==> config.mk <==
export PLATFORM = sky130hd
export DESIGN_NAME = mcsh_ctrl
export DESIGN_NICKNAME = d
export VERILOG_FILES = /design/src/rtl/mcsh_pkg.sv /design/src/rtl/mcsh_ctrl.sv
export SDC_FILE = /design/constraint.sdc
export NUM_CORES = 1
export LEC_CHECK = 0
export BUFFER_PORTS_ARGS = -buffer_cell sky130_fd_sc_hd__buf_4
export CAP_MARGIN = 0
export CORE_AREA = 2 2 39 41
export DETAILED_ROUTE_END_ITERATION = 10
export DIE_AREA = 0 0 41 43
export PLACE_DENSITY_LB_ADDON = 0.1
export SLEW_MARGIN = 20
export SYNTH_ARGS = -nofsm -noshare
export SYNTH_HDL_FRONTEND = slang
export SYNTH_SLANG_ARGS = --single-unit
==> constraint.sdc <==
create_clock -name clk -period 1.6 [get_ports clk]
set_clock_uncertainty 0.05 [all_clocks]
set_input_delay 0.16 -clock clk [delete_from_list [all_inputs] [get_ports clk]]
set_output_delay 0.16 -clock clk [all_outputs]
set_load 0.01 [all_outputs]
==> src/rtl/mcsh_pkg.sv <==
// Shared constants, codes and control/status types of the context symbol histogram.
`timescale 1ns / 1ps
`default_nettype none

package mcsh_pkg;

    // Table geometry
    localparam int CTX_BITS   = 6;
    localparam int SYM_BITS   = 8;
    localparam int COUNT_BITS = 32;
    localparam int BIN_BITS   = CTX_BITS + SYM_BITS;
    localparam int NUM_CTX    = 1 << CTX_BITS;
    localparam int NUM_BINS   = 1 << BIN_BITS;

    // Word field widths on the channels
    localparam int OP_W     = 2;
    localparam int CTX_W    = 6;
    localparam int SYM_W    = 8;
    localparam int CNT_W    = 32;
    localparam int STATUS_W = 2;

    // Operation codes
    localparam logic [OP_W-1:0] OP_CREATE = 2'd0;
    localparam logic [OP_W-1:0] OP_INCR   = 2'd1;
    localparam logic [OP_W-1:0] OP_QUERY  = 2'd2;

    // Result status codes
    localparam logic [STATUS_W-1:0] ST_OK      = 2'd0;
    localparam logic [STATUS_W-1:0] ST_NO_CTX  = 2'd1;
    localparam logic [STATUS_W-1:0] ST_NO_SYM  = 2'd2;

    // Controller to datapath commands
    typedef struct packed {
        logic clr_step;   // write one invalid entry of the clearing pass
        logic take;       // input side ready for a word
        logic wr_create;  // write the captured bin with its starting count
        logic rd_item;    // read the captured bin
        logic wr_incr;    // write back the incremented count if the bin exists
        logic scan_clear; // restart the symbol scan
        logic rd_scan;    // read the next symbol bin of the context
        logic res_load;   // load the output register
    } mcsh_cmd_t;

    // Datapath to controller status
    typedef struct packed {
        logic            clr_last;
        logic            accepted;
        logic [OP_W-1:0] op;
        logic            scan_last;
        logic            out_free;
    } mcsh_stat_t;

endpackage

`default_nettype wire

==> src/rtl/mcsh_ctrl.sv <==
// Sequencer for clearing, create, increment and query operations.
`timescale 1ns / 1ps
`default_nettype none

module mcsh_ctrl import mcsh_pkg::*;
(
    input  logic       clk,
    input  logic       rst_n,
    input  mcsh_stat_t stat,
    output mcsh_cmd_t  cmd
);

    localparam logic [2:0] S_CLEAR    = 3'd0;
    localparam logic [2:0] S_IDLE     = 3'd1;
    localparam logic [2:0] S_DISPATCH = 3'd2;
    localparam logic [2:0] S_INC_WAIT = 3'd3;
    localparam logic [2:0] S_SCAN     = 3'd4;
    localparam logic [2:0] S_TAIL     = 3'd5;
    localparam logic [2:0] S_FINISH   = 3'd6;

    logic [2:0] state_reg;
    logic [2:0] state_next;

    always_comb
    begin
        cmd        = '0;
        state_next = state_reg;
        case (state_reg)
            S_CLEAR:
            begin
                cmd.clr_step = 1'b1;
                if (stat.clr_last)
                begin
                    state_next = S_IDLE;
                end
            end
            S_IDLE:
            begin
                cmd.take = 1'b1;
                if (stat.accepted)
                begin
                    state_next = S_DISPATCH;
                end
            end
            S_DISPATCH:
            begin
                case (stat.op)
                    OP_CREATE:
                    begin
                        cmd.wr_create = 1'b1;
                        state_next    = S_FINISH;
                    end
                    OP_INCR:
                    begin
                        cmd.rd_item = 1'b1;
                        state_next  = S_INC_WAIT;
                    end
                    OP_QUERY:
                    begin
                        cmd.scan_clear = 1'b1;
                        state_next     = S_SCAN;
                    end
                    default:
                    begin
                        state_next = S_FINISH;
                    end
                endcase
            end
            S_INC_WAIT:
            begin
                cmd.wr_incr = 1'b1;
                state_next  = S_FINISH;
            end
            S_SCAN:
            begin
                cmd.rd_scan = 1'b1;
                if (stat.scan_last)
                begin
                    state_next = S_TAIL;
                end
            end
            S_TAIL:
            begin
                state_next = S_FINISH;
            end
            S_FINISH:
            begin
                if (stat.out_free)
                begin
                    cmd.res_load = 1'b1;
                    state_next   = S_IDLE;
                end
            end
            default:
            begin
                state_next = S_IDLE;
            end
        endcase
    end

    always_ff @(posedge clk or negedge rst_n)
    begin
        if (!rst_n)
        begin
            state_reg <= S_CLEAR;
        end
        else
        begin
            state_reg <= state_next;
        end
    end

endmodule

`default_nettype wire

==> impl_metrics.yaml, run 1 <==
outcome:
  outcome: "finished, final reports clean"
cts:
  cts_made_buffers: 3
  cts_buffer_depth: 2
  clk_latency_ns: 0.23
  cts_tree: "yes"
  path_clk_slew_ns: 0.04
  htreeDepth: 1
  clock_sinks: 3
  root_buffer: "clkbuf_4"
final_layout:
  diodes: 0
  area_growth_pct: 58.1
  fillers: 152
  largest_reg_flops: 3
  seqCellArea_um2: 77.6
  final_nets: 63
  layout-drive-gt1-share_pct: 46.3
  multi_input_area_um2: 171
detailed_routing:
  via_per_inst: 4.36
  drc: 0
  ant_nets: 0
  drt_iter0_drc: 0
  vias: 305
  routed_wl_um: 634
  first_pass_iters: 1
  wl_per_cell_um: 9.06
power:
  power.density_nw_per_um2: 1660
  p_clk_share_pct: 18.5
  total_leakage_power_nw: 0.204
  power_switching_mw: 0.289
  combinationalPowerShare_pct: 53.7
  p_sw_share_pct: 40.6
  vdd_drop_max_v: 0.000876
  internal_power_mw: 0.423
  sequentialPowerShare_pct: 27.8
synthesis:
  synthArstFlopShare_pct: 100
  synthesis.area_um2: 272
  synth_edf_count: 0
  synth_top_area_share_pct: 27.6
  yosysUniqueCellTypes: 19
  synthCells: 36
  synth_largest_area_cell: "dfrtp_1"
  yosysWarnings: 0
  netlist_top_cells_area: "dfrtp_1 (28%), nor2_1 (11%), nor3_1 (7.4%)"
  avgSynthCellArea_um2: 7.54
  synth_seq_cells: 3
  syn_nets: 44
  ys.flop_type: "dfrtp_1"
  yosysSeqAreaShare_pct: 27.6
setup_path:
  crit_start: "state_reg[2]$_DFFE_PN0P_"
  critPathLaunchType: "register"
  r2r_setup_slack_ns: 0.38
  r2r_cells: 3
  regToRegStartpoint: "state_reg[0]$_DFFE_PN0P_"
  worstSetupPathType: "reg2out"
  endpoint_kind: "primary output"
  crit_path_end: "cmd[4]"
  critPathMaxFanout: 9
  regToRegEndpoint: "state_reg[2]$_DFFE_PN0P_"
  cp.required_ns: 1.39
  cp.arrival_ns: 1.30
sta:
  layout_min_cycle_time_ns: 1.51
  setup_viol: 0
  timing.setup.tns_ns: 0
  slew_headroom_pct: 85.9
  post-route-period-util_pct: 94.1
  slew_viol_final: 0
  worst_pin_slew_ns: 0.211
  rsz0062_at_grt: "false"
  holdWs_ns: 0.200
  fmax_mhz: 664
  hold_viol_final: 0
floorplan:
  dieArea_um2: 1760
  initial_core_util_pct: 19.6
  dieHeight_um: 43
  io_pins: 16
  core_um2: 1380
  rows: 14
  die_w_um: 41
hold_path:
  hp-class: "in2async"
grt:
  antenna_found_initial: 0
  grt_overflow: 0
  grt.total_usage_pct: 7.65
  grt_pass1_vias: 241
  grt_max_degree: 10
  grt_pass1_wl_um: 917
placed_design:
  placement.io_buffers: 15
  place_congestion: 0.637
  dp_hpwl_um: 515
job:
  maxCapViolations: 0
## power groups by stage
stage	combinational (mW)	clock, mW	sequential [mW]
floorplan	0.338	0	0.132
global placement	0.391	0	0.194
CTS	0.390	0.140	0.194
detailed placement	0.388	0	0.195
finish	0.382	0.132	0.198
global route	0.428	0.147	0.211
## critical path, cell delays in order (launching register included)
cell     delay (ns)
dfrtp_2        0.45
nor2_1         0.14
nand2_1        0.10
nor3b_1        0.22
buf_4          0.15
## how the worst min path moves through the flow
stage / startpoint / to / depth (start not counted)
after global routing: rst_n / state_reg[2]$_DFFE_PN0P_ / 2
after global placement: rst_n / state_reg[1]$_DFFE_PN0P_ / 1
final: rst_n / state_reg[1]$_DFFE_PN0P_ / 2
after floorplan: rst_n / state_reg[0]$_DFFE_PN0P_ / 0
after detailed placement: rst_n / state_reg[2]$_DFFE_PN0P_ / 1
after CTS: rst_n / state_reg[2]$_DFFE_PN0P_ / 2
## logic make-up after synthesis
family	count (synthesis)	synth area share [%]
and+or+nand+nor	24	48.4
AOI/OAI and AO/OA	5	14.7
buffers and inverters	4	9.22
DFF	3	27.6
## cells in the mapped netlist (2+ instances only)
master and instances:
nand2_1 3, nor3_1 4, dfrtp_1 3, nor2_1 8
buf_2 2, nand2b_1 2, nor3b_1 2
## what timing repair did
item	CTS	global route
hold buffers	1	0
endpoints found under the hold margin	3	0
buffers inserted	0	0
endpoints found under the setup margin	0	1
gates resized for setup	0	2
## layer usage
layer / GRT usage, % / vias up / wire length, µm
met3: 3.14 / 0 / 76
met5: 0 / - / 0
li1: - / 158 / -
met4: 4.00 / 0 / 0
met2: 10.0 / 13 / 265
met1: 10.4 / 134 / 292
## through the flow
stage	instances	setup WS, ns	instance area (µm²)	power, mW	utilization (%)
detailed placement	65	0.302	390	0.583	28.2
finish	70	0.0949	429	0.712	31.0
global placement	65	0.332	390	0.585	28.2
global route	70	0.0127	429	0.785	31.0
CTS	70	0.0421	427	0.724	30.8
floorplan	36	0.362	272	0.470	-
## cells in the final DEF, fill, tap and decap left out, drive strengths merged
cell type    synthesis  routed
dfrtp                3       3
nand3                1       1
nor3b                2       2
buf                  3      16
or3b                 1       1
dlygate4sd3          0       1
o211ai               1       1
a21oi                1       1
nand2b               3       3
nand2                3       3
inv                  1       1
and3b                1       1
clkbuf               0       4
o211a                1       1
o21a                 1       1
nand3b               1       1
o21ai                1       1
nor3                 4       4
nor2                 8       8
## cell type report
type                       count  share of cell area, %
sequential                     3                   18.1
clock buffer                   4                   6.12
multi-input combinational     29                   39.9
inverter                       1                  0.875
tap                           16                   4.66
timing repair buffer          17                   30.3
(Power assumes the default switching activity.)
==> run 2: changes to the inputs <==
ABC_AREA = 1   (was unset)
CAP_MARGIN = 20   (was 0)
==> run 2 against run 1 <==
  * Synthesized area is 1.8% lower
  * Worst hold slack worse by 0.046 ns
  * Flip-flop and latch count stayed put
  * Critical endpoint unchanged
  * Global-route usage is 2.0 points higher
  * First-iteration DRC count is 15 higher
  * Register-to-register slack better by 0.02 ns
  * Worst setup slack better by 0.027 ns
  * Via count is 15% higher
  * Non-clock buffer count is 1 lower
==> impl_metrics.yaml, run 2 <==
outcome:
  outcome: "finished, final reports clean"
setup_path:
  slowest_delay_ns: 0.44
  slowest_stage: "dfrtp_1"
  endpoint_kind: "primary output"
  worstSetupPathType: "reg2out"
  path_buf_inv: 3
  cp_common_cell: "nand2_1"
  cp_top_family: "flip-flops"
  crit_path_cell_trace: "inv_2 -> nand2_1 -> nor2_1 -> nand2_1 -> inv_1 -> buf_4"
  cp.arrival_ns: 1.27
  cp.required_ns: 1.39
  critPathLaunchType: "register"
  critPathMaxFanout: 6
cts:
  path_clk_slew_ns: 0.03
  cts_buffer_depth: 2
  cts_made_buffers: 3
  post-cts-setup-buffers: 0
  clk_latency_ns: 0.24
  cts_tree: "yes"
  root_buffer: "clkbuf_4"
  clock_sinks: 3
  htreeDepth: 1
final_layout:
  instances_no_fill: 85
  final_cell_mix: "buf_4 (15), nor2_1 (12), nand2_1 (11)"
  final_nets: 78
  final_util_pct: 31.5
  area_growth_pct: 63.4
  finalInstanceArea_um2: 435
  layout-drive-gt1-share_pct: 30.4
  final_common_cell: "buf_4"
  diodes: 0
  largest_reg_flops: 3
synthesis:
  ys.flop_type: "dfrtp_1"
  synth_seq_cells: 3
  yosysWarnings: 0
  synth_largest_area_cell: "dfrtp_1"
  syn_nets: 57
  synthArstFlopShare_pct: 100
  yosys-top-cells-count: "nor2_1 (12), nand2_1 (11), inv_1 (10)"
  synth_mux_area_share_pct: 0
  synthAdderAreaFrac_pct: 0
  yosys.area_share.simple_pct: 52.6
  netlist_top_cells_area: "dfrtp_1 (28%), nor2_1 (17%), nand2_1 (15%)"
  avgSynthCellArea_um2: 5.44
  synth.most_common_cell: "nor2_1"
  synth_compound_area_share_pct: 3.76
  yosysUniqueCellTypes: 11
  synth_edf_count: 0
  yosysSeqAreaShare_pct: 28.2
  synth_top_area_share_pct: 28.2
  synthesis.area_um2: 267
  synth_top_family_by_area: "simple AND/OR/NAND/NOR gates"
  synthCells: 49
  yosys.area_share.xor_xnor_pct: 0
sta:
  setup_ws_ns: 0.122
  post-route-period-util_pct: 92.4
  rsz0062_at_grt: "false"
  holdWs_ns: 0.154
  slew_headroom_pct: 84.8
  slew_viol_final: 0
  fmax_mhz: 677
  worst_pin_slew_ns: 0.229
  setup_viol: 0
  timing.setup.tns_ns: 0
  layout_min_cycle_time_ns: 1.48
  hold_viol_final: 0
placed_design:
  place_congestion: 0.703
  dp_cells: 80
  dp_slack_ns: 0.338
  placed_area_um2: 399
  placement.io_buffers: 15
  dp_hpwl_um: 610
power:
  internal_power_mw: 0.387
  sequentialPowerShare_pct: 24.4
  total_leakage_power_nw: 0.265
  p_sw_share_pct: 47.1
  p_clk_share_pct: 18.4
  combinationalPowerShare_pct: 57.2
  power_switching_mw: 0.344
  power.density_nw_per_um2: 1680
  p_total_mw: 0.731
  vdd_drop_max_v: 0.000657
floorplan:
  core_um2: 1380
  rows: 14
  initial_core_util_pct: 19.3
  dieHeight_um: 43
  io_pins: 16
  die_w_um: 41
  dieArea_um2: 1760
grt:
  antenna_found_initial: 0
  grt_pass1_wl_um: 1150
  grt_pass1_vias: 288
  grt.total_usage_pct: 9.67
  grt_max_degree: 8
  grt_overflow: 0
detailed_routing:
  ant_nets: 0
  wl_per_cell_um: 9.18
  routed_wl_um: 780
  vias: 352
  drt_iter0_drc: 15
  first_pass_iters: 4
  via_per_inst: 4.14
  drc: 0
job:
  maxCapViolations: 0
hold_path:
  hp-class: "in2reg"
==> run 2: changes by cell type after synthesis, moves of 4 or more <==
cell     previous run  this run
inv_1               1        10
nand2_1             3        11
nand3_1             1         6
nor2_1              8        12
==> run 2: final timing paths <==
check,from,cells past startpoint,slack [ns],end
max in group asynchronous,rst_n,2,1.19,state_reg[1]$_DFFE_PN0P_
hold / removal,stat[0],4,0.15,state_reg[1]$_DFFE_PN0P_
min in group asynchronous,rst_n,2,0.21,state_reg[0]$_DFFE_PN0P_
setup reg to reg,state_reg[1]$_DFFE_PN0P_,6,0.40,state_reg[0]$_DFFE_PN0P_
setup / recovery,state_reg[2]$_DFFE_PN0P_,6,0.12,cmd[4]
hold reg to reg,state_reg[1]$_DFFE_PN0P_,3,0.66,state_reg[0]$_DFFE_PN0P_
==> run 2: layout make-up <==
| class | count | area [µm²] |
|---|---|---|
| fillers | 162 | 948 |
| multi-input cells | 35 | 150 |
| repair buffers | 16 | 123 |
| flip-flops and latches | 3 | 75.1 |
| inverters | 11 | 41.3 |
| clock buffers | 4 | 26.3 |
| well taps | 16 | 20.0 |
==> run 2: worst reg2reg max path, stage by stage (launching register included) <==
cell	delay, ns
dfrtp_1	0.44
nor2_1	0.16
nand2_1	0.08
nor2_1	0.15
nor2_2	0.07
nand3_1	0.09
nand2_1	0.05
==> run 2: routing by layer <==
metal  track usage [%]  up-vias  routed length (µm)  part of all wire, %
li1                  -      188                   -                    -
met1              15.6      152                 366                   47
met2              11.3       12                 338                   43
met3              4.71        0                  74                  9.5
met4              2.00        0                   0                    0
met5                 0        -                   0                    0
==> run 2: power by group through the flow <==
stage / Sequential (mW) / Clock [mW] / Combinational (mW)
3_5_place_dp: 0.177 / 0 / 0.419
2_1_floorplan: 0.159 / 0 / 0.275
5_1_grt: 0.188 / 0.148 / 0.481
6_report: 0.179 / 0.134 / 0.418
4_1_cts: 0.177 / 0.140 / 0.423
3_3_place_gp: 0.178 / 0 / 0.431
==> run 2: cell families (layout without fill, tap and decap cells) <==
| logic type | Yosys count | count (layout) |
|---|---|---|
| buffers and inverters | 11 | 31 |
| and+or+nand+nor | 33 | 33 |
| DFF | 3 | 3 |
| AOI/OAI and AO/OA | 2 | 2 |
==> run 2: timing repair <==
item / CTS / global route
setup endpoints to repair: 0 / 1
gates resized for setup: 0 / 1
hold buffers: 1 / 0
endpoints found under the hold margin: 3 / 0
==> run 3: changes to the inputs <==
PLACE_DENSITY_LB_ADDON = 0.12   (was 0.1)
clock period = 1.5 ns   (was 1.6 ns; I/O delays follow)
==> run 3 against run 2 <==
  * Cell area increased by 2.6%
  * Sequential power increased by 10%
  * Wire length decreased by 3.3%
  * Non-clock buffer count unchanged
  * Via count decreased by 2.3%
  * Largest power group unchanged
  * Highest routed layer unchanged
==> impl_metrics.yaml, run 3 (synthesis results as in run 2) <==
outcome:
  outcome: "finished, final reports clean"
floorplan:
  die_w_um: 41
  initial_core_util_pct: 19.3
  dieArea_um2: 1760
  io_pins: 16
  dieHeight_um: 43
  core_um2: 1380
  rows: 14
final_layout:
  final_cell_mix: "buf_4 (15), nor2_1 (11), nand2_1 (10)"
  largest_reg_flops: 3
  multi_input_area_um2: 160
  area_growth_pct: 67.6
  seqCellArea_um2: 76.3
  final_nets: 78
  fillers: 168
  layout-drive-gt1-share_pct: 36.2
  diodes: 0
  final_common_cell: "buf_4"
hold_path:
  hp-class: "in2reg"
  worst_hold_path.endpoint: "state_reg[1]$_DFFE_PN0P_"
  min_from: "stat[0]"
  whs_path_depth: 4
sta:
  slew_headroom_pct: 83.7
  post-route-period-util_pct: 93.1
  worst_pin_slew_ns: 0.244
  hold_viol_final: 0
  holdWs_ns: 0.144
  fmax_mhz: 716
  setup_viol: 0
  slew_viol_final: 0
  timing.setup.tns_ns: 0
  layout_min_cycle_time_ns: 1.40
setup_path:
  endpoint_kind: "primary output"
  cp.required_ns: 1.30
  r2r_cells: 6
  worstSetupPathType: "reg2out"
  critPathLaunchType: "register"
  r2r_setup_slack_ns: 0.32
  regToRegEndpoint: "state_reg[0]$_DFFE_PN0P_"
  critPathMaxFanout: 6
  cp.arrival_ns: 1.20
  regToRegStartpoint: "state_reg[1]$_DFFE_PN0P_"
cts:
  post-cts-setup-buffers: 0
  clk_latency_ns: 0.23
  cts_tree: "yes"
  clock_sinks: 3
  cts_buffer_depth: 2
  htreeDepth: 1
  cts_made_buffers: 3
  path_clk_slew_ns: 0.03
  root_buffer: "clkbuf_4"
grt:
  grt.total_usage_pct: 9.97
  grt_pass1_vias: 304
  grt_overflow: 0
  grt_max_degree: 8
  antenna_found_initial: 0
  grt_pass1_wl_um: 1210
detailed_routing:
  vias: 344
  wl_per_cell_um: 8.87
  via_per_inst: 4.05
  drc: 0
  ant_nets: 0
  routed_wl_um: 754
  first_pass_iters: 4
  drt_iter0_drc: 2
power:
  power_switching_mw: 0.370
  internal_power_mw: 0.419
  p_total_mw: 0.790
  p_clk_share_pct: 17.4
  vdd_drop_max_v: 0.000692
  power.density_nw_per_um2: 1770
  combinationalPowerShare_pct: 57.6
  sequentialPowerShare_pct: 25.0
  total_leakage_power_nw: 0.265
  p_sw_share_pct: 46.9
placed_design:
  placement.io_buffers: 15
  dp_hpwl_um: 604
  place_congestion: 0.688
job:
  maxCapViolations: 0
## run 3: how the worst max path moves through the flow
| stage | startpoint | endpoint | slack (ns) | cells after the start |
|---|---|---|---|---|
| finish | state_reg[2]$_DFFE_PN0P_ | cmd[4] | 0.10 | 6 |
| global route | state_reg[2]$_DFFE_PN0P_ | cmd[4] | -0.003 | 6 |
| CTS | state_reg[2]$_DFFE_PN0P_ | cmd[4] | 0.003 | 6 |
| detailed placement | state_reg[2]$_DFFE_PN0P_ | cmd[4] | 0.26 | 6 |
| global placement | state_reg[2]$_DFFE_PN0P_ | cmd[4] | 0.20 | 6 |
| floorplan | state_reg[2]$_DFFE_PN0P_ | cmd[5] | 0.43 | 3 |
## run 3: cell type report
type,instances,area share [%]
multi-input combinational,35,35.9
clock buffer,4,5.88
timing repair buffer,16,27.5
inverter,11,9.24
tap,16,4.48
sequential,3,17.1
## run 3: timing repair
item	in CTS	in global routing
setup endpoints to repair	0	2
hold buffers	1	0
hold endpoints to repair	3	0
gates resized for setup	0	5
## run 3: worst max-delay path: stages, from the launching register on
cell	delay [ns]
dfrtp_2	0.44
inv_2	0.10
nand2_2	0.09
nor2_2	0.10
nand2_1	0.07
inv_1	0.06
buf_4	0.11
## run 3: metrics by stage
step           util, %  cell area, µm²  instances  setup WS [ns]
4_1_cts           31.5             435         85        0.00261
5_1_grt           32.3             447         85       -0.00257
2_1_floorplan        -             267         49          0.434
6_report          32.3             447         85          0.103
3_3_place_gp      28.8             399         80          0.203
3_5_place_dp      28.8             399         80          0.256
## run 3: power groups by stage
stage | sequential, mW | combinational (mW) | clock [mW]
2_1_floorplan | 0.170 | 0.293 | 0
3_3_place_gp | 0.190 | 0.455 | 0
3_5_place_dp | 0.186 | 0.444 | 0
4_1_cts | 0.185 | 0.448 | 0.146
5_1_grt | 0.202 | 0.531 | 0.158
6_report | 0.197 | 0.455 | 0.137
## run 3: metal layers
metal,share of wire (%),wire (µm),track usage (%)
met1,49,371,14.9
met2,45,337,12.8
met3,6.0,45,4.71
met4,0,0,2.00
met5,0,0,0
